$ cat config.mk
export PLATFORM = sky130hd
export DESIGN_NAME = ipu_queue
export DESIGN_NICKNAME = d
export VERILOG_FILES = /design/src/rtl/core/ipu_pkg.sv /design/src/rtl/core/ipu_queue.sv
export SDC_FILE = /design/constraint.sdc
export NUM_CORES = 1
export LEC_CHECK = 0
export BUFFER_PORTS_ARGS = -buffer_cell sky130_fd_sc_hd__buf_2
export CAP_MARGIN = 20
export CORE_UTILIZATION = 55
export DETAILED_ROUTE_END_ITERATION = 12
export PLACE_DENSITY_LB_ADDON = 0.3
export SYNTH_ARGS = -nofsm -noshare
export SYNTH_HDL_FRONTEND = slang
export SYNTH_SLANG_ARGS = --single-unit
$ cat constraint.sdc
create_clock -name clk -period 5.36 [get_ports clk]
set_clock_uncertainty 0.2 [all_clocks]
set_input_delay 1.34 -clock clk [delete_from_list [all_inputs] [get_ports clk]]
set_output_delay 1.34 -clock clk [all_outputs]
set_load 0.03 [all_outputs]
$ cat src/rtl/core/ipu_pkg.sv
// Shared types and constants for the integer pixel upscaler.
// No dependencies; every other file of the block uses this package.
package ipu_pkg;

    localparam int PIX_W       = 24;
    localparam int SCALE_CFG_W = 5;
    localparam int WIDTH_CFG_W = 13;
    localparam int IN_DATA_W   = 24;
    localparam int OUT_DATA_W  = 32;
    localparam int QUEUE_DEPTH = 4;
    localparam int QPTR_W      = 2;

    localparam logic OP_PUSH   = 1'b0;
    localparam logic OP_REPLAY = 1'b1;

    localparam logic REG_SCALE     = 1'b0;
    localparam logic REG_ROW_WIDTH = 1'b1;

    typedef struct packed {
        logic [PIX_W-1:0] pixel;
        logic             at_end;
        logic [1:0]       pad;
        logic             drop;
    } pix_cmd_t;

endpackage

$ cat src/rtl/core/ipu_queue.sv
// Short command queue between the front and the back end of the upscaler.
// Depends on ipu_pkg.
module ipu_queue (
    input  logic              clk,
    input  logic              rst_n,
    input  logic              push,
    input  ipu_pkg::pix_cmd_t push_data,
    output logic              full,
    input  logic              pop,
    output ipu_pkg::pix_cmd_t pop_data,
    output logic              empty
);

    ipu_pkg::pix_cmd_t            entry_reg [ipu_pkg::QUEUE_DEPTH];
    logic [ipu_pkg::QPTR_W-1:0]   wr_ptr_reg;
    logic [ipu_pkg::QPTR_W-1:0]   rd_ptr_reg;
    logic [ipu_pkg::QPTR_W:0]     count_reg;
    logic                         do_push;
    logic                         do_pop;

    assign full     = (count_reg == (ipu_pkg::QPTR_W+1)'(ipu_pkg::QUEUE_DEPTH));
    assign empty    = (count_reg == '0);
    assign do_push  = push && !full;
    assign do_pop   = pop && !empty;
    assign pop_data = entry_reg[rd_ptr_reg];

    always_ff @(posedge clk)
    begin
        if (do_push)
        begin
            entry_reg[wr_ptr_reg] <= push_data;
        end
    end

    always_ff @(posedge clk or negedge rst_n)
    begin
        if (!rst_n)
        begin
            wr_ptr_reg <= '0;
            rd_ptr_reg <= '0;
            count_reg  <= '0;
        end
        else
        begin
            if (do_push)
            begin
                wr_ptr_reg <= wr_ptr_reg + ipu_pkg::QPTR_W'(1);
            end
            if (do_pop)
            begin
                rd_ptr_reg <= rd_ptr_reg + ipu_pkg::QPTR_W'(1);
            end
            if (do_push && !do_pop)
            begin
                count_reg <= count_reg + (ipu_pkg::QPTR_W+1)'(1);
            end
            else if (do_pop && !do_push)
            begin
                count_reg <= count_reg - (ipu_pkg::QPTR_W+1)'(1);
            end
        end
    end

endmodule

==> impl_metrics.csv <==
group,metric,value,unit
run_status,status,"finished clean",
worst_hold_path,hold_path_depth,1,
yosys,synth_cell_types,20,
global_route,grt.overflow.total,0,
pwr,clkPwrFrac,31.3,%
clock_tree,path_clk_slew,0.06,ns
clock_tree,postCtsSetupBuffers,0,
setup_path,crit_family,"flip-flops",
yosys,synthCells,182,
sta,period_share,72.6,%
global_route,grt_pass1_vias,2219,
pwr,pwr-share-seq,39.9,%
placement,numPortBuffers,61,
floorplan,initial_core_util,57.4,%
global_route,grt_util_all_layers,20.2,%
sta,period_needed,3.89,ns
placement,placed_area,4880,um^2
clock_tree,cts_hold_buf,0,
floorplan,fp-row-count,32,
setup_path,critPathCaptureType,"primary output",
setup_path,path_depth,2,
yosys,synth_edf_count,112,
sta,max_freq,257,MHz
cells_and_area,largest_register_ffs,112,
sta,hold_viol,0,
route,ant_nets,0,
route,finalWirelength,7660,um
clock_tree,cts_tree,"yes",
clock_tree,ctsResizeCount,0,
pwr,internal_power,2.31,mW
cells_and_area,area_growth,22.5,%
setup_path,reg2reg_depth,8,
yosys,syn-cell-area,4460,um^2
floorplan,coreArea,7770,um^2
route,viasPerCell,5.65,
worst_hold_path,min_path_type,"flop to flop",
pwr,peakVddDrop,0.340,mV
yosys,seq_area_frac_synth,79.4,%
setup_path,path_class,"flop to primary output",
floorplan,die_area,8470,um^2
clock_tree,root_buffer,"clkbuf_8",
setup_path,critPathMaxFanout,30,
yosys,ys_warn_count,0,
setup_path,crit_slowest_cell,"dfrtp_2",
setup_path,path_buf_inv,1,
setup_path,crit_chain,"mux4_2 -> buf_2",
sta,slew_headroom,34.6,%
clock_tree,h-tree-depth,4,
clock_tree,clockBufferDepth,2,
route,drt_iter0_markers,143,
setup_path,worst_ep_arrival_time,2.35,ns
sta,rsz0062_at_grt,"no",
global_route,grt_max_degree,31,
clock_tree,insertion_delay,0.50,ns
placement,gp_congestion,0.726,
floorplan,die_y,92.0,um
sta,slew_viol_final,0,
floorplan,die_width,92.0,um
cells_and_area,final_area,5460,um^2
route,wire_per_inst,20.4,um
floorplan,io_pins,62,
setup_path,crit_required,3.82,ns
pwr,powerDensity,635,nW/um^2
yosys,avgSynthCellArea,24.5,um^2
route,dr.pass1.iters,4,
yosys,synth_flop_cell,"edfxtp_1",
pwr,switching_share,33.4,%
cells_and_area,nNetsFinal,298,
yosys,async_reset_ff_share,5.88,%
clock_tree,cts_made_buffers,17,
cells_and_area,diodes,0,
sta,worst_slew_pin_slew,0.982,ns
sta,setup_ws,1.47,ns
pwr,total_power,3.47,mW
clock_tree,cts.sink_count,119,
setup_path,critPathLaunchType,"flop",
setup_path,critPathMaxStageDelay,1.01,ns
global_route,grt_pass1_wl,11800,um
global_route,antenna_found_initial,0,
flow_run,max_cap_violations,0,
yosys,synthesis.nets,220,
placement,post-place-ws,1.93,ns
pwr,pwr-share-comb,28.8,%
yosys,ys_ff_latch,119,
pwr,power_switching,1.16,mW
placement,dpl.hpwl,4410,um
route,via_count,2118,
sta,final-setup-viol-count,0,
route,drc_errors,0,
sta,tns,0,ns
cells_and_area,drive_gt1_share,47.6,%
pwr,power.leakage,1.95,nW
[through the flow]
| step | instances | hold slack [ns] | util (%) |
|---|---|---|---|
| after detailed placement | 343 | 0.290 | 62.8 |
| after global placement | 343 | 0.275 | 62.8 |
| after global routing | 375 | 0.308 | 70.3 |
| final | 375 | 0.285 | 70.3 |
| after CTS | 375 | 0.287 | 70.3 |
| after floorplan | 182 | 0.245 | - |
[per-layer routing]
metal / global-route usage (%) / routed length [um] / vias up
li1: - / - / 916
met1: 25.6 / 3390 / 1129
met5: 0 / 0 / -
met2: 32.5 / 3860 / 58
met4: 8.46 / 124 / 0
met3: 6.47 / 295 / 15
[placed cells by master, fill, tap and decap left out, drive strengths merged]
master / count
edfxtp: 112
buf: 66
mux4: 28
clkbuf: 17
inv: 10
dfrtp: 7
ha: 5
and2: 4
xnor2: 4
clkinvlp: 4
clkinv: 3
xor2: 2
bufinv: 2
mux2: 2
nor3b: 1
nor2b: 1
or3: 1
nand2: 1
nand3: 1
nor2: 1
fa: 1
[synth_stat cells, types with 2 or more instances]
cell	number	share of area [%]
and2_1	4	0.56
buf_2	3	0.34
buf_4	3	0.51
dfrtp_1	7	3.9
edfxtp_1	112	75
ha_1	5	1.4
inv_1	4	0.34
mux4_2	28	14
xnor2_1	4	0.79
xor2_1	2	0.39
[power groups by stage]
| stage | sequential, mW | clock [mW] | combinational [mW] |
|---|---|---|---|
| after floorplan | 1.30 | 0 | 0.835 |
| after global placement | 1.39 | 0 | 0.992 |
| after detailed placement | 1.40 | 0 | 1.00 |
| after CTS | 1.39 | 1.10 | 1.01 |
| after global routing | 1.41 | 1.15 | 1.05 |
| final | 1.38 | 1.08 | 1.00 |
[final cells by class]
class | instances | area [um^2]
Clock inverter | 15 | 168
Inverter | 4 | 15.0
Tap cell | 102 | 128
Timing Repair Buffer | 66 | 343
Sequential cell | 119 | 3540
Fill cell | 479 | 2310
Clock buffer | 17 | 414
Multi-Input combinational cell | 52 | 855
[cells by family after synthesis]
logic type,after synthesis,synth area share (%)
flip-flops,119,79.4
multiplexers,30,14.7
buffers and inverters,11,1.43
AND/OR/NAND/NOR,10,1.40
XOR/XNOR,6,1.18
adder cells (fa/ha/maj),6,1.85
[path summary, 6_finish.rpt]
kind / start / end / slack, ns
worst max register to register: count_reg[2]$_DFFE_PN0P_ / count_reg[2]$_DFFE_PN0P_ / 2.95
worst max-delay path: rd_ptr_reg[0]$_DFFE_PN0P_ / pop_data[8] / 1.47
worst min register to register: count_reg[2]$_DFFE_PN0P_ / count_reg[2]$_DFFE_PN0P_ / 0.28
min in group asynchronous: rst_n / wr_ptr_reg[1]$_DFFE_PN0P_ / 0.46
max in group asynchronous: rst_n / rd_ptr_reg[0]$_DFFE_PN0P_ / 4.32
worst min-delay path: count_reg[2]$_DFFE_PN0P_ / count_reg[2]$_DFFE_PN0P_ / 0.28
(Power assumes the default switching activity.)
