## src/rtl/core/ipu_pkg.sv

```systemverilog
// Shared types and constants for the integer pixel upscaler.
// No dependencies; every other file of the block uses this package.
package ipu_pkg;

    localparam int PIX_W       = 24;
    localparam int SCALE_CFG_W = 5;
    localparam int WIDTH_CFG_W = 13;
    localparam int IN_DATA_W   = 24;
    localparam int OUT_DATA_W  = 32;
    localparam int QUEUE_DEPTH = 4;
    localparam int QPTR_W      = 2;

    localparam logic OP_PUSH   = 1'b0;
    localparam logic OP_REPLAY = 1'b1;

    localparam logic REG_SCALE     = 1'b0;
    localparam logic REG_ROW_WIDTH = 1'b1;

    typedef struct packed {
        logic [PIX_W-1:0] pixel;
        logic             at_end;
        logic [1:0]       pad;
        logic             drop;
    } pix_cmd_t;

endpackage

```

## src/rtl/core/ipu_back.sv

```systemverilog
// Back end of the upscaler: repeats each queued pixel scale times (a dropped item once) and holds
// the result in the output register. Depends on ipu_pkg.
module ipu_back #(
    parameter int MAX_SCALE = 16
) (
    input  logic                                clk,
    input  logic                                rst_n,
    input  logic                                q_empty,
    input  ipu_pkg::pix_cmd_t                   q_data,
    output logic                                q_pop,
    input  logic [$clog2(MAX_SCALE+1)-1:0]      eff_scale,
    output logic                                m_tvalid,
    input  logic                                m_tready,
    output logic [ipu_pkg::OUT_DATA_W-1:0]      m_tdata,
    output logic                                m_tlast,
    output logic                                m_tuser
);

    localparam int SW = $clog2(MAX_SCALE + 1);

    logic [SW-1:0]                   rep_cnt_reg;
    logic [SW-1:0]                   rep_cnt_next;
    logic                            valid_reg;
    logic                            valid_next;
    logic [ipu_pkg::OUT_DATA_W-1:0]  data_reg;
    logic                            last_reg;
    logic                            drop_reg;
    logic [SW-1:0]                   n_copies;
    logic                            load;
    logic                            last_copy;
    logic                            mark_end;

    assign n_copies  = q_data.drop ? SW'(1) : eff_scale;
    assign load      = !q_empty && (!valid_reg || m_tready);
    assign last_copy = ((32'(rep_cnt_reg) + 32'd1) == 32'(n_copies));
    assign mark_end  = last_copy && q_data.at_end;
    assign q_pop     = load && last_copy;

    always_comb
    begin
        rep_cnt_next = rep_cnt_reg;
        valid_next   = valid_reg;
        if (load)
        begin
            rep_cnt_next = last_copy ? '0 : rep_cnt_reg + SW'(1);
            valid_next   = 1'b1;
        end
        else if (m_tready)
        begin
            valid_next = 1'b0;
        end
    end

    always_ff @(posedge clk or negedge rst_n)
    begin
        if (!rst_n)
        begin
            rep_cnt_reg <= '0;
            valid_reg   <= 1'b0;
        end
        else
        begin
            rep_cnt_reg <= rep_cnt_next;
            valid_reg   <= valid_next;
        end
    end

    always_ff @(posedge clk)
    begin
        if (load)
        begin
            data_reg <= {5'd0, (mark_end ? q_data.pad : 2'd0), mark_end, q_data.pixel};
            last_reg <= last_copy;
            drop_reg <= q_data.drop;
        end
    end

    assign m_tvalid = valid_reg;
    assign m_tdata  = data_reg;
    assign m_tlast  = last_reg;
    assign m_tuser  = drop_reg;

endmodule

```

## config.mk

```make
export PLATFORM = sky130hd
export DESIGN_NAME = ipu_back
export DESIGN_NICKNAME = d
export VERILOG_FILES = /design/src/rtl/core/ipu_pkg.sv /design/src/rtl/core/ipu_back.sv
export SDC_FILE = /design/constraint.sdc
export NUM_CORES = 1
export LEC_CHECK = 0
export BUFFER_PORTS_ARGS = -buffer_cell sky130_fd_sc_hd__buf_2
export CAP_MARGIN = 20
export CORE_MARGIN = 4
export CORE_UTILIZATION = 44
export DETAILED_ROUTE_END_ITERATION = 12
export PLACE_DENSITY = 0.78
export SYNTH_ARGS = -nofsm -noshare
export SYNTH_HDL_FRONTEND = slang
export SYNTH_SLANG_ARGS = --single-unit
```

## constraint.sdc

```tcl
create_clock -name clk -period 1.99 [get_ports clk]
set_input_delay 0 -clock clk [delete_from_list [all_inputs] [get_ports clk]]
set_output_delay 0 -clock clk [all_outputs]
set_load 0.005 [all_outputs]
```

==> metrics.txt, run 1 <==
status finished, violations left; failing checks setup timing; via count 1154; initial antenna violation count 0; CP bufs+invs 2; Crit path top cell by count buf_4; fin crit share 100%; FMAX 0.501 GHz; DP Wirelength 2290 µm; Netlist cell types 30; vias in the first global route ~1200; CTS tree yes; CP max FO 4; pins over their slew limit 0; CP peak stage delay 0.45 ns; largest family of logic cells by synthesized area simple AND/OR/NAND/NOR gates; Synth Warn # 0; Skew-Pair Late Insertion Delay 0.33 ns; Ports 73; Seq/Total Area, Yosys between 70% and 80%; IR drop worst, VDD 0.522 mV; XOR/XNOR Fraction of Synth Area 4.43%; Post-Syn Area between 0.001 and 0.0015 mm²; Final WS setup -0.00574 ns; initial core utilization 46.5%; drt pass-1 iters 4; Max H-tree Level 2; WL final 3690 µm; PD cells 871 mW/mm²; DRC 0; post-synthesis mux area share 1.39%; total CTS buffers 5; WS Path Type register to register; violation count after the first detailed-route iteration 31; Vias/cell 4.65; core area around 0.0031 mm²; CP delay by family, top compound AO/OA/AOI/OAI gates; synthesized flop and latch total 35; Global Route Usage Sum between 10% and 20%; IO buf count between 60 and 70; Synth Flop Type edfxtp_1; Layout area overhead 60.7%; Die Area ~0.0043 mm²; Final Hold Viols 0; largest net degree at the start of global routing 24; Largest register FFs 27; complex-gate fraction of the synthesized area 5.38%; clock transition at the registers of the reported paths 0.09 ns; Clk Tree Root Cell clkbuf_4; Worst Skew approximately 0.009 ns; Sink Count 35; syn_area_per_cell 15.8 µm²; routability cong. 0.784; Worst setup SP type register; placed cell count 201; RR Startpoint rep_cnt_reg[0]$_DFFE_PN0P_; WL/cell 14.9 µm; Worst Setup SP rep_cnt_reg[0]$_DFFE_PN0P_; Critical Path RT 2.23 ns; total congestion overflow 0; adder-cell share of the synthesized area less than 1%; Worst Path Arrival 2.24 ns; largest cells by area after synthesis edfxtp_1 60%, dfrtp_1 10%, buf_4 3.1%, and3_1 2.2%, xnor3_2 1.6%; Hold Path Class primary input to async pin; RSZ-0062 raised after global routing yes; Die H ~65 µm; remaining antenna violation count after routing 0; deepest clock path buffer count 2; global-route wire length before repair 5600 µm; fin nets around 240; slowest CP cell dfrtp_2; critical path cell sequence ha_4, xor2_2, o22a_1, o2111ai_4, nor3_4, buf_4, buf_4, nor3_1; Critical Path Sink Type register; count leader, synth edfxtp_1; most instantiated cells after synthesis 29 x edfxtp_1, 6 x buf_4, 6 x dfrtp_1; Synth Instances 91; Max Cap Viol 0; Diodes inserted 0; async set-or-reset flop fraction in the synthesized netlist between 10% and 20%; Leak 0.00102 µW; Die W 65.2 µm; layout cells sized above 1 47.5%; Rows 20; Non-Filler Instances 248; Final setup viols 1; Setup WS pre-CTS 0.0140 ns; Post-synth EDFFs 29; Synth top area share about three fifths; post-synthesis simple-gate area fraction 12.2%; area leader, netlist edfxtp_1; Tmin final roughly 2 ns
-- stage by stage --
stage / util, % / setup TNS, ns / cell area, µm² / total power, µW / hold slack, ns
final: 74.6 / -0.00574 / 2320 / 2020 / 0.0102
after global routing: 74.6 / -0.277 / 2320 / 2120 / 0.0114
after CTS: 71.7 / 0 / 2220 / 1870 / 0.00566
after detailed placement: 58.2 / 0 / 1810 / 1380 / -0.167
after global placement: 58.2 / 0 / 1810 / 1350 / -0.174
after floorplan: - / 0 / 1460 / 1260 / -0.296
-- cell type report --
class                   count  area, µm²
clock buffers               7       45.0
fillers                   210        787
clock inverters             1       5.00
flip-flops and latches     35       1020
inverters                   3       11.3
repair buffers            108        727
well taps                  44       55.1
multi-input cells          50        450
-- routing by layer --
metal / track usage [%] / up-vias / wire [µm]
li1: - / 546 / -
met1: 20.0 / 539 / 1430
met2: 30.8 / 64 / 1860
met3: 6.50 / 5 / 349
met4: 4.92 / 0 / 54
met5: 0 / - / 0
-- worst paths after layout --
check | endpoint | slack (ns) | cells past startpoint
max | rep_cnt_reg[4]$_DFFE_PN0P_ | -0.006 | 8
min | rep_cnt_reg[0]$_DFFE_PN0P_ | 0.01 | 2
max reg2reg | rep_cnt_reg[4]$_DFFE_PN0P_ | -0.006 | 8
min reg2reg | rep_cnt_reg[0]$_DFFE_PN0P_ | 0.64 | 2
max in group asynchronous | rep_cnt_reg[0]$_DFFE_PN0P_ | 1.82 | 2
min in group clk | rep_cnt_reg[3]$_DFFE_PN0P_ | 0.08 | 3
-- cells by family after synthesis --
logic type | after synthesis
compound gates | 7
xor+xnor | 4
fa+ha+maj | 1
buf+inv | 10
flops | 35
mux | 2
other cells | 1
simple gates | 31
-- power by group --
part | switching (µW) | leakage, µW | internal (µW)
combinational | 314 | 0.000647 | 402
sequential | 76.0 | 0.000346 | 878
clock | 209 | 0.0000293 | 137
-- cell usage in the layout, fill, tap and decap left out --
cell           netlist  final
buf_2                0     67
dlygate4sd3_1        0     32
edfxtp_1            29     29
buf_4                6      8
nor2_1               5      5
nand2_1              5      5
conb_1               1      5
clkbuf_4             0      5
dfrtp_1              6      5
and3_1               5      4
inv_1                3      3
nor3b_1              3      3
nor2b_1              3      2
nor3_1               4      2
nand2b_1             2      2
nor3_4               0      2
mux2i_1              2      2
clkbuf_1             0      2
xor2_2               0      1
and2b_4              1      1
o22a_1               1      1
and3_4               0      1
nor2b_4              0      1
a311oi_4             0      1
xnor3_1              1      1
o2111ai_4            0      1
xnor2_1              1      1
xnor3_2              1      1
a22oi_2              1      1
nor2_4               0      1
and2_1               1      1
o21ai_0              1      1
nor3_2               1      1
o41ai_2              1      1
a21oi_1              1      1
ha_4                 0      1
clkinv_2             0      1
buf_6                1      1
dfrtp_2              0      1
-- what timing repair did --
item,CTS,global route
hold buffers,31,1
endpoints found under the setup margin,3,2
resized for setup,6,9
hold endpoints to repair,36,1
pin swaps,3,6
setup buffers,3,4
No activity file was read; power rests on OpenSTA's default activity.
==> run 2, diff against run 1 <==
--- a/config.mk
+++ b/config.mk
@@ -7,6 +7,7 @@
 export LEC_CHECK = 0
 export BUFFER_PORTS_ARGS = -buffer_cell sky130_fd_sc_hd__buf_2
 export CAP_MARGIN = 20
+export CORE_ASPECT_RATIO = 0.8
 export CORE_MARGIN = 4
 export CORE_UTILIZATION = 44
 export DETAILED_ROUTE_END_ITERATION = 12
==> metrics.txt, run 2 (same netlist as run 1, synthesis figures left out) <==
Max Cap Viol 0 (unchanged); most frequent cells in the layout 67 x buf_2, 29 x edfxtp_1, 27 x dlygate4sd3_1 (was 67 x buf_2, 32 x dlygate4sd3_1, 29 x edfxtp_1); DRC 0 (unchanged); worst reg2reg endpoint m_tdata[25]$_SDFFCE_PN0P_ (was rep_cnt_reg[4]$_DFFE_PN0P_); most common cell after layout, fill and taps aside buf_2 (unchanged); Clk Tree Root Cell clkbuf_8 (was clkbuf_4); fin crit share 95.2% (was 100%); clock group share of total power 24.5% (was 17.2%); Final Hold Viols 0 (unchanged); WL final 3610 µm (was 3690 µm); Skew-Pair Late Insertion Delay 0.27 ns (was 0.33 ns); Die Area 0.00426 mm² (about the same); total congestion overflow 0 (unchanged); Die H 59.2 µm (was 65.2 µm); Largest register FFs 27 (unchanged); RSZ-0062 raised after global routing no (was yes); Max H-tree Level 2 (unchanged); largest net degree at the start of global routing 22 (was 24); WS Path Type register to register (unchanged); Die W 72.0 µm (was 65.2 µm); Int Pwr 1410 µW (was 1420 µW); FF-to-FF path depth 6 (was 8); deepest clock path buffer count 2 (unchanged); Worst setup SP type register (unchanged); clock transition at the registers of the reported paths 0.07 ns (was 0.09 ns); DP Wirelength 2270 µm (was 2290 µm); setup TNS 0 ns (was -0.00574 ns); CP max FO 5 (was 4); switching share of power 27.8% (was 29.7%); Worst Hold Depth 3; layout cells sized above 1 45.9% (was 47.5%); global-route wire length before repair 5460 µm (was 5600 µm); WL/cell 15.4 µm (was 14.9 µm); Tmin final 1.90 ns (was 2.00 ns); Ports 73 (unchanged); Final setup viols 0 (was 1); Vias/cell 4.62 (was 4.65); total CTS buffers 5 (unchanged); Layout area overhead 52.0% (was 60.7%); Rows 18 (was 20); Worst Path Arrival 1.93 ns (was 2.24 ns); violation count after the first detailed-route iteration 8 (was 31); remaining antenna violation count after routing 0 (unchanged); vias in the first global route 1119 (was 1157); via count 1081 (was 1154); Leak 0.000968 µW (was 0.00102 µW); status completed (was finished, violations left); Diodes inserted 0 (unchanged); initial core utilization 46.4% (was 46.5%); Global Route Usage Sum 17.3% (was 17.6%); FMAX 0.528 GHz (was 0.501 GHz); register area 0.00102 mm² (unchanged); PD cells 890 mW/mm² (was 871 mW/mm²); switching pwr 541 µW (was 599 µW); initial antenna violation count 0 (unchanged); worst hold slack 0.0161 ns (was 0.0102 ns); number of fill cells 208 (was 210); area of the multi-input gates 390 µm² (was 450 µm²); drt pass-1 iters 4 (unchanged); Seq pwr share 48.9% (was 47.3%); routability cong. 0.887 (was 0.784); Critical Path RT 2.02 ns (was 2.23 ns); hold path start m_tready; Hold Path Class primary input to register (was primary input to async pin); Sink Count 35 (unchanged); WHS Endpoint m_tvalid$_DFFE_PN0P_; pins over their slew limit 0 (unchanged); fin nets 231 (was 241); Worst Skew 0.00352 ns (was 0.00884 ns); CTS tree yes (unchanged); core area 0.00311 mm² (was 0.00310 mm²); IO buf count 67 (unchanged); flop-to-flop setup slack 0.09 ns (was -0.006 ns); Critical Path Sink Type register (unchanged); Comb pwr share 26.6% (was 35.5%); RR Startpoint rep_cnt_reg[1]$_DFFE_PN0P_ (was rep_cnt_reg[0]$_DFFE_PN0P_); IR drop worst, VDD 0.448 mV (was 0.522 mV)
==> run 2: repair_timing <==
item                                   CTS  global route
setup buffers                            1             0
resized for setup                        1             5
hold buffers                            27             0
endpoints found under the hold margin   33             0
pin swaps                                1             3
setup endpoints to repair                1             5
==> run 2: critical path, stage by stage (launching register included) <==
cell and delay (ns):
dfrtp_2 0.45, ha_4 0.19, xor2_1 0.19, o22a_1 0.24, o2111ai_2 0.28, nor2_2 0.12, and3_1 0.19
==> run 2: layer usage <==
| layer | track usage [%] | vias to the layer above | wire length (µm) | part of all wire (%) |
|---|---|---|---|---|
| met3 | 6.10 | 0 | 304 | 8.4 |
| met2 | 30.2 | 51 | 1790 | 50 |
| met5 | 0 | - | 0 | 0 |
| met4 | 3.49 | 0 | 0 | 0 |
| met1 | 21.0 | 505 | 1510 | 42 |
| li1 | - | 525 | - | - |
==> run 2: cell type report <==
type,instances,area share [%]
clock buffer,6,3.31
clock inverter,2,0.400
inverter,3,0.514
multi-input combinational,50,17.8
sequential,35,46.7
tap,40,2.28
timing repair buffer,98,29.0
==> run 2: power by group through the flow <==
| stage | clock (µW) | sequential, µW | combinational [µW] |
|---|---|---|---|
| finish | 477 | 954 | 519 |
| global route | 538 | 962 | 568 |
| CTS | 485 | 937 | 488 |
| detailed placement | 0 | 948 | 440 |
| global placement | 0 | 947 | 422 |
| floorplan | 0 | 942 | 313 |
==> run 2: worst max path at each step <==
stage | startpoint | to | slack (ns) | depth (start not counted)
after floorplan | rep_cnt_reg[0]$_DFFE_PN0P_ | m_tdata[25]$_SDFFCE_PN0P_ | 0.17 | 6
final | rep_cnt_reg[1]$_DFFE_PN0P_ | m_tdata[25]$_SDFFCE_PN0P_ | 0.09 | 6
after global placement | rep_cnt_reg[1]$_DFFE_PN0P_ | m_tdata[25]$_SDFFCE_PN0P_ | 0.10 | 6
after CTS | rep_cnt_reg[1]$_DFFE_PN0P_ | q_pop | 0.01 | 6
after global routing | rep_cnt_reg[1]$_DFFE_PN0P_ | q_pop | 0.02 | 6
after detailed placement | rep_cnt_reg[1]$_DFFE_PN0P_ | m_tdata[25]$_SDFFCE_PN0P_ | 0.07 | 6
==> run 2: stage by stage <==
step | area [µm²] | util, % | power (µW) | setup slack (ns) | cells
floorplan | 1460 | - | 1260 | 0.173 | 95
global placement | 1810 | 58.2 | 1370 | 0.100 | 198
detailed placement | 1810 | 58.2 | 1390 | 0.0736 | 198
CTS | 2170 | 69.8 | 1910 | 0.0137 | 234
global route | 2190 | 70.5 | 2070 | 0.0215 | 234
finish | 2190 | 70.5 | 1950 | 0.0947 | 234
